[config.mk]
export PLATFORM = sky130hd
export DESIGN_NAME = kavs_search
export DESIGN_NICKNAME = d
export VERILOG_FILES = /design/src/rtl/kavs_pkg.sv /design/src/rtl/kavs_search.sv
export SDC_FILE = /design/constraint.sdc
export NUM_CORES = 1
export LEC_CHECK = 0
export ABC_AREA = 1
export BUFFER_PORTS_ARGS = -buffer_cell sky130_fd_sc_hd__buf_2
export CAP_MARGIN = 10
export CORE_MARGIN = 1.5
export CORE_UTILIZATION = 25
export CTS_BUF_LIST = sky130_fd_sc_hd__clkbuf_4
export DETAILED_ROUTE_END_ITERATION = 6
export PLACE_DENSITY_LB_ADDON = 0.25
export SETUP_SLACK_MARGIN = 0.3
export SLEW_MARGIN = 10
export SYNTH_ARGS = -nofsm -noshare
export SYNTH_HDL_FRONTEND = slang
export SYNTH_SLANG_ARGS = --single-unit
[constraint.sdc]
create_clock -name clk -period 4.7 [get_ports clk]
set_input_delay 1.175 -clock clk [delete_from_list [all_inputs] [get_ports clk]]
set_output_delay 1.175 -clock clk [all_outputs]
set_load 0.05 [all_outputs]
[src/rtl/kavs_pkg.sv]
// kavs_pkg: shared types and codes for the kth allowed value selector
// item kinds, status codes, sequencer and search-unit state types
// no dependencies
package kavs_pkg;

	localparam int DATA_W   = 32;
	localparam int KIND_W   = 2;
	localparam int STATUS_W = 3;

	localparam logic [KIND_W-1:0] KIND_CLEAR  = 2'd0;
	localparam logic [KIND_W-1:0] KIND_INSERT = 2'd1;
	localparam logic [KIND_W-1:0] KIND_PICK   = 2'd2;

	// register index of universe_size, taken from paddr[2]
	localparam logic REG_UNIVERSE = 1'b0;

	typedef enum logic [STATUS_W-1:0] {
		STS_OK         = 3'd0,
		STS_RANK_RANGE = 3'd1,
		STS_OUTSIDE    = 3'd2,
		STS_FULL       = 3'd3,
		STS_DUP        = 3'd4
	} kavs_status_t;

	typedef enum logic [3:0] {
		SEQ_IDLE,
		SEQ_INS_FIND,
		SEQ_INS_RD,
		SEQ_INS_CHK,
		SEQ_SHIFT_RD,
		SEQ_SHIFT_WR,
		SEQ_INS_WR,
		SEQ_LOW_N,
		SEQ_RANK,
		SEQ_FINAL,
		SEQ_DONE
	} seq_state_t;

	typedef enum logic [1:0] {
		SRCH_IDLE,
		SRCH_ISSUE,
		SRCH_CMP
	} srch_phase_t;

	typedef struct packed {
		logic go;
		logic rank_mode;
	} srch_ctl_t;

endpackage

[src/rtl/kavs_search.sv]
// kavs_search: shared binary search unit over the excluded-value table
// each probe presents an address, then compares the registered data; uses kavs_pkg
module kavs_search #(
	parameter int CNT_W      = 11,
	parameter int IDX_W      = 10,
	parameter int VALUE_BITS = 32
) (
	input  logic                     clk,
	input  logic                     arst_n,
	input  kavs_pkg::srch_ctl_t      ctl,
	input  logic [kavs_pkg::DATA_W-1:0] key,
	input  logic [CNT_W-1:0]         hi_init,
	input  logic [VALUE_BITS-1:0]    rdata,
	output logic [IDX_W-1:0]         raddr,
	output logic                     done,
	output logic [CNT_W-1:0]         result
);
	import kavs_pkg::*;

	srch_phase_t      phase_q;
	logic [CNT_W-1:0] lo_q;
	logic [CNT_W-1:0] hi_q;
	logic [CNT_W:0]   sum;
	logic [CNT_W-1:0] mid;
	logic [DATA_W-1:0] entry;
	logic [DATA_W-1:0] mid_w;
	logic             go_right;

	assign sum   = {1'b0, lo_q} + {1'b0, hi_q};
	assign mid   = sum[CNT_W:1];
	assign raddr = mid[IDX_W-1:0];
	assign entry = DATA_W'(rdata);
	assign mid_w = DATA_W'(mid);

	// lower mode: entry < key; rank mode: not (entry - index > key)
	always_comb begin
		if (ctl.rank_mode) begin
			go_right = !((entry - mid_w) > key);
		end else begin
			go_right = entry < key;
		end
	end

	assign done   = (phase_q == SRCH_ISSUE) && !(lo_q < hi_q);
	assign result = lo_q;

	always_ff @(posedge clk or negedge arst_n) begin
		if (!arst_n) begin
			phase_q <= SRCH_IDLE;
		end else begin
			unique case (phase_q)
				SRCH_IDLE: begin
					if (ctl.go) begin
						phase_q <= SRCH_ISSUE;
					end
				end
				SRCH_ISSUE: begin
					phase_q <= (lo_q < hi_q) ? SRCH_CMP : SRCH_IDLE;
				end
				SRCH_CMP: begin
					phase_q <= SRCH_ISSUE;
				end
				default: begin
					phase_q <= SRCH_IDLE;
				end
			endcase
		end
	end

	always_ff @(posedge clk) begin
		if (phase_q == SRCH_IDLE) begin
			lo_q <= '0;
			hi_q <= hi_init;
		end else if (phase_q == SRCH_CMP) begin
			if (go_right) begin
				lo_q <= mid + CNT_W'(1);
			end else begin
				hi_q <= mid;
			end
		end
	end

endmodule

==> flow_metrics.tcl, run 1 <==
set metrics [dict create \
    dieHeight_um 142 \
    p_leak_nw 3.52 \
    holdCritPathClass "reg2reg" \
    pre_cts_slack_ps 51.2 \
    grt_usage 0.159 \
    arrival_ps 4630 \
    cts.clk_slew.worst_paths_ps 160 \
    chipWidth_um 142 \
    max_freq_mhz 221 \
    core_sq_mm 0.0188 \
    n_antenna_cell 0 \
    grt-ovfl-total 0 \
    setup_ws_ps 167 \
    swShare 0.567 \
    cts_buffers 3 \
    routed_via_density 4.53 \
    worst_slew_pin_slew_ps 543 \
    r2r_slack_ps 170 \
    grt_use_met1 0.226 \
    drt_iter0_drc 257 \
    cts_tree "built" \
    power.internal_mw 2.45 \
    drtPass1Iterations 7 \
    setup_viol 0 \
    grt_max_degree 29 \
    ys_ff_latch 24 \
    seqPwrFrac 0.084 \
    final_cell_mix "nand2_1, inv_1, buf_2" \
    first_global_vias 5199 \
    clk_latency_ps 330 \
    power_density_mw_per_mm2 825 \
    postSynthAreaPerCell_sq_um 6.40 \
    dp_hpwl_um 13500 \
    crit_top_cell "nand2_2" \
    syn_to_final_growth_pct 42.8 \
    start_util 0.256 \
    vias 5366 \
    busiest_layer "met2" \
    synth_nets 927 \
    totalWireLength_um 16200 \
    crit_path_end_kind "flip-flop" \
    clock_sinks 24 \
    rr_startpoint "hi_q[0]" \
    antenna_found_initial 0 \
    yosysUniqueCellTypes 43 \
    wl_per_cell_um 13.7 \
    pin_count 101 \
    synthCells 753 \
    dieArea_sq_mm 0.0201 \
    yosysSeqAreaShare 0.125 \
    port_buffers 100 \
    drive_gt1_frac 0.351 \
    gp_congestion 0.903 \
    worstPathRequired_ps 4790 \
    reg2reg_depth 34 \
    antenna_left 0 \
    netlist_area_sq_mm 0.00482 \
    max_slew_margin 0.637 \
    drv_slew 0 \
    layout_min_cycle_time_ps 4530 \
    status "finished clean" \
    r2r-end "hi_q[5]" \
    min_to "phase_q[0]" \
    switching_power_mw 3.22 \
    finalHoldViolCount 0 \
    pwr-share-comb 0.896 \
    cp-start-kind "flip-flop" \
    cp_slowest_cell "edfxtp_1" \
    h-tree-depth 1 \
    max-cap-violations 0 \
    min_period_over_period 0.964 \
    drc_errors 0 \
    grt_util_met3 0.00709 \
    rows 50 \
    clock_power_share 0.020 \
    path_max_fanout 6 \
    rsz0062_at_grt "yes" \
    grt_pass1_wl_um 25700 \
    hold_start "phase_q[0]" \
    crit_type "reg2reg" \
    postLayoutCoreUtil 0.365 \
    final_common_cell "nand2_1" \
    whs_path_depth 1 \
    fin_skew_ps 7.66 \
    max_stage_delay_ps 430 \
    root_buffer "clkbuf_4" \
    cts.path.max_buffers 2 \
    met2_usage 0.269 \
    yosysWarnings 0 \
    final_nets 1099 \
    ir_drop_v 0.000282 \
    setup_tns_ps 0 \
]
power by group through the flow:
stage               logic (mW)  clock network (mW)  registers, mW
finish                    5.08               0.115          0.476
floorplan                 2.94                   0          0.583
global route              5.54               0.126          0.494
detailed placement        4.30                   0          0.468
global placement          4.30                   0          0.466
CTS                       4.83               0.117          0.471
state kept, by name, summed over array words and instances, names as in the netlist:
signal,cells
hi_q,11
phase_q,2
result,11
metal layers:
metal,up-vias,part of all wire
met2,136,0.45
li1,2806,-
met3,20,0.035
met1,2404,0.50
met4,0,0.014
met5,-,0
layout make-up:
| cell class | instances | area [sq um] |
|---|---|---|
| clock buffers | 4 | 30.0 |
| fillers | 2005 | 12000 |
| inverters | 140 | 536 |
| multi-input cells | 586 | 4310 |
| flip-flops and latches | 24 | 628 |
| well taps | 260 | 325 |
| repair buffers | 169 | 1040 |
| repair inverters | 1 | 7.51 |
cell usage after synthesis, drive strengths merged:
master / instances / area share
a211oi: 2 / 0.0031
a21o: 1 / 0.0016
a21oi: 57 / 0.062
a31oi: 2 / 0.0026
and3: 2 / 0.0026
buf: 1 / 0.0010
clkbuf: 2 / 0.0016
clkinv: 1 / 0.00078
dfrtp: 2 / 0.010
dfxtp: 11 / 0.046
edfxtp: 11 / 0.069
fa: 2 / 0.0083
ha: 93 / 0.24
inv: 139 / 0.11
nand2: 191 / 0.16
nand3: 46 / 0.054
nand3b: 7 / 0.011
nand4: 21 / 0.029
nor2: 71 / 0.059
nor3: 19 / 0.021
nor3b: 1 / 0.0016
nor4: 3 / 0.0052
o2111ai: 1 / 0.0018
o211ai: 3 / 0.0047
o21a: 7 / 0.011
o21ai: 29 / 0.032
o21bai: 2 / 0.0031
o31ai: 1 / 0.0016
xnor2: 4 / 0.0073
xor2: 21 / 0.044
worst max-delay path, delay by kind of cell, from the launching register on:
family,cells,cell delay [ps]
AOI/OAI and AO/OA,5,720
DFF,1,430
buffers and inverters,6,570
adders and majority gates,3,900
and+or+nand+nor,20,1650
what timing repair did:
item | 4_1_cts | 5_1_grt
cloned | 1 | 0
pin swaps | 33 | 27
resized for setup | 65 | 49
hold buffers | 0 | 0
endpoints found under the setup margin | 22 | 22
buffers inserted | 24 | 7
how the worst max path moves through the flow:
stage / start / end / slack (ps) / cells past startpoint
2_1_floorplan: result[0] / hi_q[0] / 230 / 32
3_3_place_gp: rdata[0] / result[4] / 70 / 27
3_5_place_dp: rdata[0] / hi_q[0] / 50 / 25
4_1_cts: hi_q[0] / hi_q[5] / 180 / 34
5_1_grt: hi_q[0] / result[6] / -120 / 36
6_report: hi_q[0] / hi_q[5] / 170 / 34
logic make-up after synthesis:
logic type	share of synthesized area
xor+xnor	0.0517
simple gates	0.339
flops	0.125
compound gates	0.123
buf+inv	0.112
fa+ha+maj	0.250
stage by stage:
| step | instance area [sq um] | hold slack, ps | std cells | power, mW |
|---|---|---|---|---|
| floorplan | 5050 | 466 | 753 | 3.52 |
| detailed placement | 6140 | 497 | 1148 | 4.77 |
| global route | 6880 | 534 | 1184 | 6.16 |
| finish | 6880 | 517 | 1184 | 5.67 |
| CTS | 6630 | 516 | 1177 | 5.41 |
| global placement | 6140 | 484 | 1148 | 4.77 |
(Power assumes the default switching activity.)
==> inputs of run 2 (changes only) <==
clock period = 5.69 ns   (was 4.7 ns; I/O delays follow)
==> run 2 against run 1 <==
Sequential cell count did not move. Via count fell by 5.7%. Clock skew rose by 1.2 ps. Cell count fell by 4.6%. Register-to-register slack improved by 510 ps. Worst setup slack improved by 510 ps. Die area did not move. Total power fell by 35%. Final area fell by 15%. Sequential power fell by 23%. Fmax fell by 9.6%.
==> flow_metrics.tcl, run 2 (same netlist as run 1, synthesis figures left out) <==
set metrics [dict create \
    dieArea_sq_mm 0.0201 \
    worst_slew_pin_slew_ps 525 \
    drv_slew 0 \
    cts_buffers 3 \
    rr_startpoint "hi_q[0]" \
    nFillCells 2132 \
    power_mw 3.66 \
    drc_errors 0 \
    vias 5061 \
    crit_top_cell "nand2_1" \
    syn_to_final_growth_pct 21.1 \
    core_sq_mm 0.0188 \
    cts_hold_buf 0 \
    setup_viol 0 \
    worstPathRequired_ps 5770 \
    final_cell_mix "nand2_1, inv_1, buf_2" \
    grt_usage 0.147 \
    dieHeight_um 142 \
    power_density_mw_per_mm2 628 \
    whs_ps 533 \
    port_buffers 100 \
    min_period_over_period 0.881 \
    finalHoldViolCount 0 \
    fin_area_sq_mm 0.00584 \
    first_global_vias 4672 \
    routed_via_density 4.48 \
    root_buffer "clkbuf_4" \
    wl_per_cell_um 13.2 \
    setup_tns_ps 0 \
    totalWireLength_um 15000 \
    postLayoutCoreUtil 0.310 \
    clock_sinks 24 \
    rsz0062_at_grt "no" \
    cts.path.max_buffers 2 \
    ir_drop_v 0.000179 \
    cp_slowest_cell "edfxtp_1" \
    drive_gt1_frac 0.197 \
    cts.clk_slew.worst_paths_ps 150 \
    clk_latency_ps 330 \
    arrival_ps 5090 \
    status "finished clean" \
    antenna_left 0 \
    crit_path_end_kind "flip-flop" \
    dp_hpwl_um 13000 \
    layout_min_cycle_time_ps 5010 \
    grt-ovfl-total 0 \
    fin_skew_ps 8.86 \
    grt_pass1_wl_um 23600 \
    hold_start "phase_q[0]" \
    crit_start "hi_q[0]" \
    chipWidth_um 142 \
    max_slew_margin 0.647 \
    h-tree-depth 1 \
    path_max_fanout 10 \
    max-cap-violations 0 \
    p_leak_nw 3.16 \
    gp_congestion 0.917 \
    crit_type "reg2reg" \
    max_freq_mhz 200 \
    cts_tree "built" \
    placed_area_sq_mm 0.00571 \
    max_stage_delay_ps 420 \
    start_util 0.256 \
    cp-start-kind "flip-flop" \
    antenna_found_initial 0 \
    grt_max_degree 18 \
    final_nets 1044 \
    rows 50 \
    final_common_cell "nand2_1" \
    holdCritPathClass "reg2reg" \
    drtPass1Iterations 5 \
    drt_iter0_drc 244 \
    pin_count 101 \
]
run 2: timing repair:
action | in CTS | in global routing
cloned | 1 | 0
endpoints found under the setup margin | 11 | 22
setup buffers | 0 | 5
resized for setup | 3 | 11
pin swaps | 0 | 5
run 2: worst paths after layout:
check	to	slack, ps	depth (start not counted)
max	hi_q[5]	680	31
min	phase_q[0]	530	1
max reg2reg	hi_q[5]	680	31
min reg2reg	phase_q[0]	530	1
max in group asynchronous	phase_q[0]	4720	1
min in group asynchronous	phase_q[1]	850	1
run 2: per-layer routing:
metal	track usage	routed length [um]	up-vias
met2	0.244	6700	111
met5	0	0	-
li1	-	-	2701
met4	0.0184	85	0
met1	0.213	7560	2243
met3	0.00945	609	6
run 2: cell type report:
cell class	instances	area (sq um)	share of cell area
Tap cell	260	325	0.0557
Sequential cell	24	601	0.103
Clock buffer	3	22.5	0.00386
Timing Repair inverter	1	7.51	0.00129
Inverter	140	529	0.0907
Multi-Input combinational cell	586	3740	0.641
Antenna cell	1	2.50	0.000429
Clock inverter	1	3.75	0.000643
Timing Repair Buffer	114	606	0.104
run 2: power breakdown:
part	switching [mW]	internal, mW
clock	0.0618	0.0258
sequential	0.0728	0.292
combinational	2.16	1.05
total	2.29	1.37
run 2: worst max-delay path: cells and delay by family, from the launching register on:
family | cells | cell delay, ps
compound gates | 4 | 650
fa+ha+maj | 3 | 1080
buf+inv | 4 | 430
flops | 1 | 420
simple gates | 20 | 2170
run 2: per-stage QoR:
stage / std cells / worst slack [ps]
after floorplan: 753 / 461
after global placement: 1119 / 362
after detailed placement: 1119 / 288
after CTS: 1124 / 320
after global routing: 1129 / 311
final: 1130 / 678
==> inputs of run 3 (changes only) <==
CORE_ASPECT_RATIO = 0.5   (was default)
clock period = 6.25 ns   (was 5.69 ns; I/O delays follow)
==> run 3 against run 2 <==
Global-route usage rose by 0.39 points. Worst setup slack improved by 54 ps. First-iteration DRC count shrank 1.6%. Count of clock-buffer cells in the layout unchanged. Via count stayed put. Register-to-register slack improved by 50 ps. Critical endpoint unchanged. Largest power group unchanged. Highest routed layer unchanged.
==> flow_metrics.tcl, run 3 (same netlist as run 1, synthesis figures left out) <==
set metrics [dict create \
    pre_cts_slack_ps 629 \
    fin_skew_ps 3.15 \
    max_stage_delay_ps 430 \
    wl_per_cell_um 13.5 \
    totalWireLength_um 15100 \
    antenna_found_initial 0 \
    final_nets 1035 \
    cts.path.max_buffers 2 \
    port_buffers 100 \
    setup_viol 0 \
    clk_latency_ps 330 \
    chipWidth_um 199 \
    drc_errors 0 \
    max-cap-violations 0 \
    drive_gt1_frac 0.176 \
    power_density_mw_per_mm2 568 \
    placed_area_sq_mm 0.00567 \
    dieArea_sq_mm 0.0202 \
    layout_min_cycle_time_ps 5520 \
    h-tree-depth 1 \
    min_period_over_period 0.883 \
    cts_tree "built" \
    status "finished clean" \
    p_leak_nw 3.11 \
    antenna_left 0 \
    arrival_ps 5550 \
    cts_buffers 3 \
    dieHeight_um 101 \
    clock_power_share 0.023 \
    rows 35 \
    grt_pass1_wl_um 24100 \
    syn_to_final_growth_pct 18.9 \
    drv_slew 0 \
    crit_path_end_kind "flip-flop" \
    nFillCells 2096 \
    dr.max_layer_used "met4" \
    drtPass1Iterations 6 \
    routed_via_density 4.52 \
    gp_congestion 0.879 \
    pin_count 101 \
    final_common_cell "nand2_1" \
    first_global_vias 4923 \
    reg2reg_depth 31 \
    routed-wl-met3_um 512 \
    max_freq_mhz 181 \
    dp_cells 1115 \
    swShare 0.633 \
    whs_path_depth 1 \
    ir_drop_v 0.000160 \
    switching_power_mw 2.06 \
    vias 5061 \
    setup_tns_ps 0 \
    postLayoutCoreUtil 0.307 \
    post_cts_buffers 0 \
    met1_length_um 7790 \
    start_util 0.258 \
    clock_sinks 24 \
    rsz0062_at_grt "no" \
    dp_hpwl_um 13400 \
    power.internal_mw 1.19 \
    n_antenna_cell 0 \
    setup_ws_ps 731 \
    finalHoldViolCount 0 \
    max_slew_margin 0.515 \
    seqPwrFrac 0.104 \
    cts.clk_slew.worst_paths_ps 140 \
    met2_length_um 6620 \
    grt_usage 0.151 \
    grt_max_degree 20 \
    drt_iter0_drc 240 \
    cp_slowest_cell "ha_1" \
    crit_top_cell "nand2_1" \
    final_cells 1119 \
    pwr-share-comb 0.873 \
    cp-start-kind "flip-flop" \
    worstPathRequired_ps 6280 \
    grt-ovfl-total 0 \
    fin_area_sq_mm 0.00573 \
    path_max_fanout 11 \
    final_cell_mix "nand2_1, inv_1, buf_2" \
    crit_type "reg2reg" \
    holdCritPathClass "reg2reg" \
    root_buffer "clkbuf_4" \
    core_sq_mm 0.0187 \
    worst_slew_pin_slew_ps 725 \
]
[run 3: area by class of cell]
type | count | area (sq um) | area share
Clock inverter | 1 | 3.75 | 0.000656
Sequential cell | 24 | 601 | 0.105
Timing Repair Buffer | 106 | 546 | 0.0953
Inverter | 140 | 529 | 0.0924
Tap cell | 259 | 324 | 0.0566
Multi-Input combinational cell | 586 | 3700 | 0.646
Clock buffer | 3 | 22.5 | 0.00393
[run 3: power groups by stage]
stage               sequential, mW  combinational [mW]  clock, mW
finish                       0.339                2.84     0.0741
global route                 0.350                3.18     0.0778
CTS                          0.339                2.84     0.0737
detailed placement           0.344                2.83          0
global placement             0.342                2.82          0
floorplan                    0.421                2.02          0
[run 3: worst paths after layout]
| check | from | to | slack [ps] |
|---|---|---|---|
| setup / recovery | hi_q[0] | hi_q[5] | 730 |
| hold / removal | phase_q[0] | phase_q[0] | 510 |
| setup reg to reg | hi_q[0] | hi_q[5] | 730 |
| hold reg to reg | phase_q[0] | phase_q[0] | 510 |
| max in group asynchronous | arst_n | phase_q[0] | 5140 |
| min in group asynchronous | arst_n | phase_q[1] | 1000 |
[run 3: critical path, delay by kind of cell (launching register included)]
kind | cells | cell delay, ps
flops | 1 | 410
simple gates | 20 | 2480
buf+inv | 4 | 580
fa+ha+maj | 3 | 1110
compound gates | 4 | 620
[run 3: layer usage]
layer	vias to the layer above	GRT usage
li1	2683	-
met4	0	0.0268
met3	13	0.00566
met1	2271	0.215
met5	-	0
met2	94	0.256
[run 3: timing repair]
| item | CTS | global route |
|---|---|---|
| gates resized for setup | 0 | 4 |
| setup endpoints to repair | 0 | 22 |
| hold buffers | 0 | 0 |
[run 3: through the flow]
stage | total power, mW | hold WS [ps]
CTS | 3.26 | 514
global placement | 3.16 | 482
finish | 3.25 | 513
detailed placement | 3.17 | 495
floorplan | 2.45 | 466
global route | 3.61 | 542
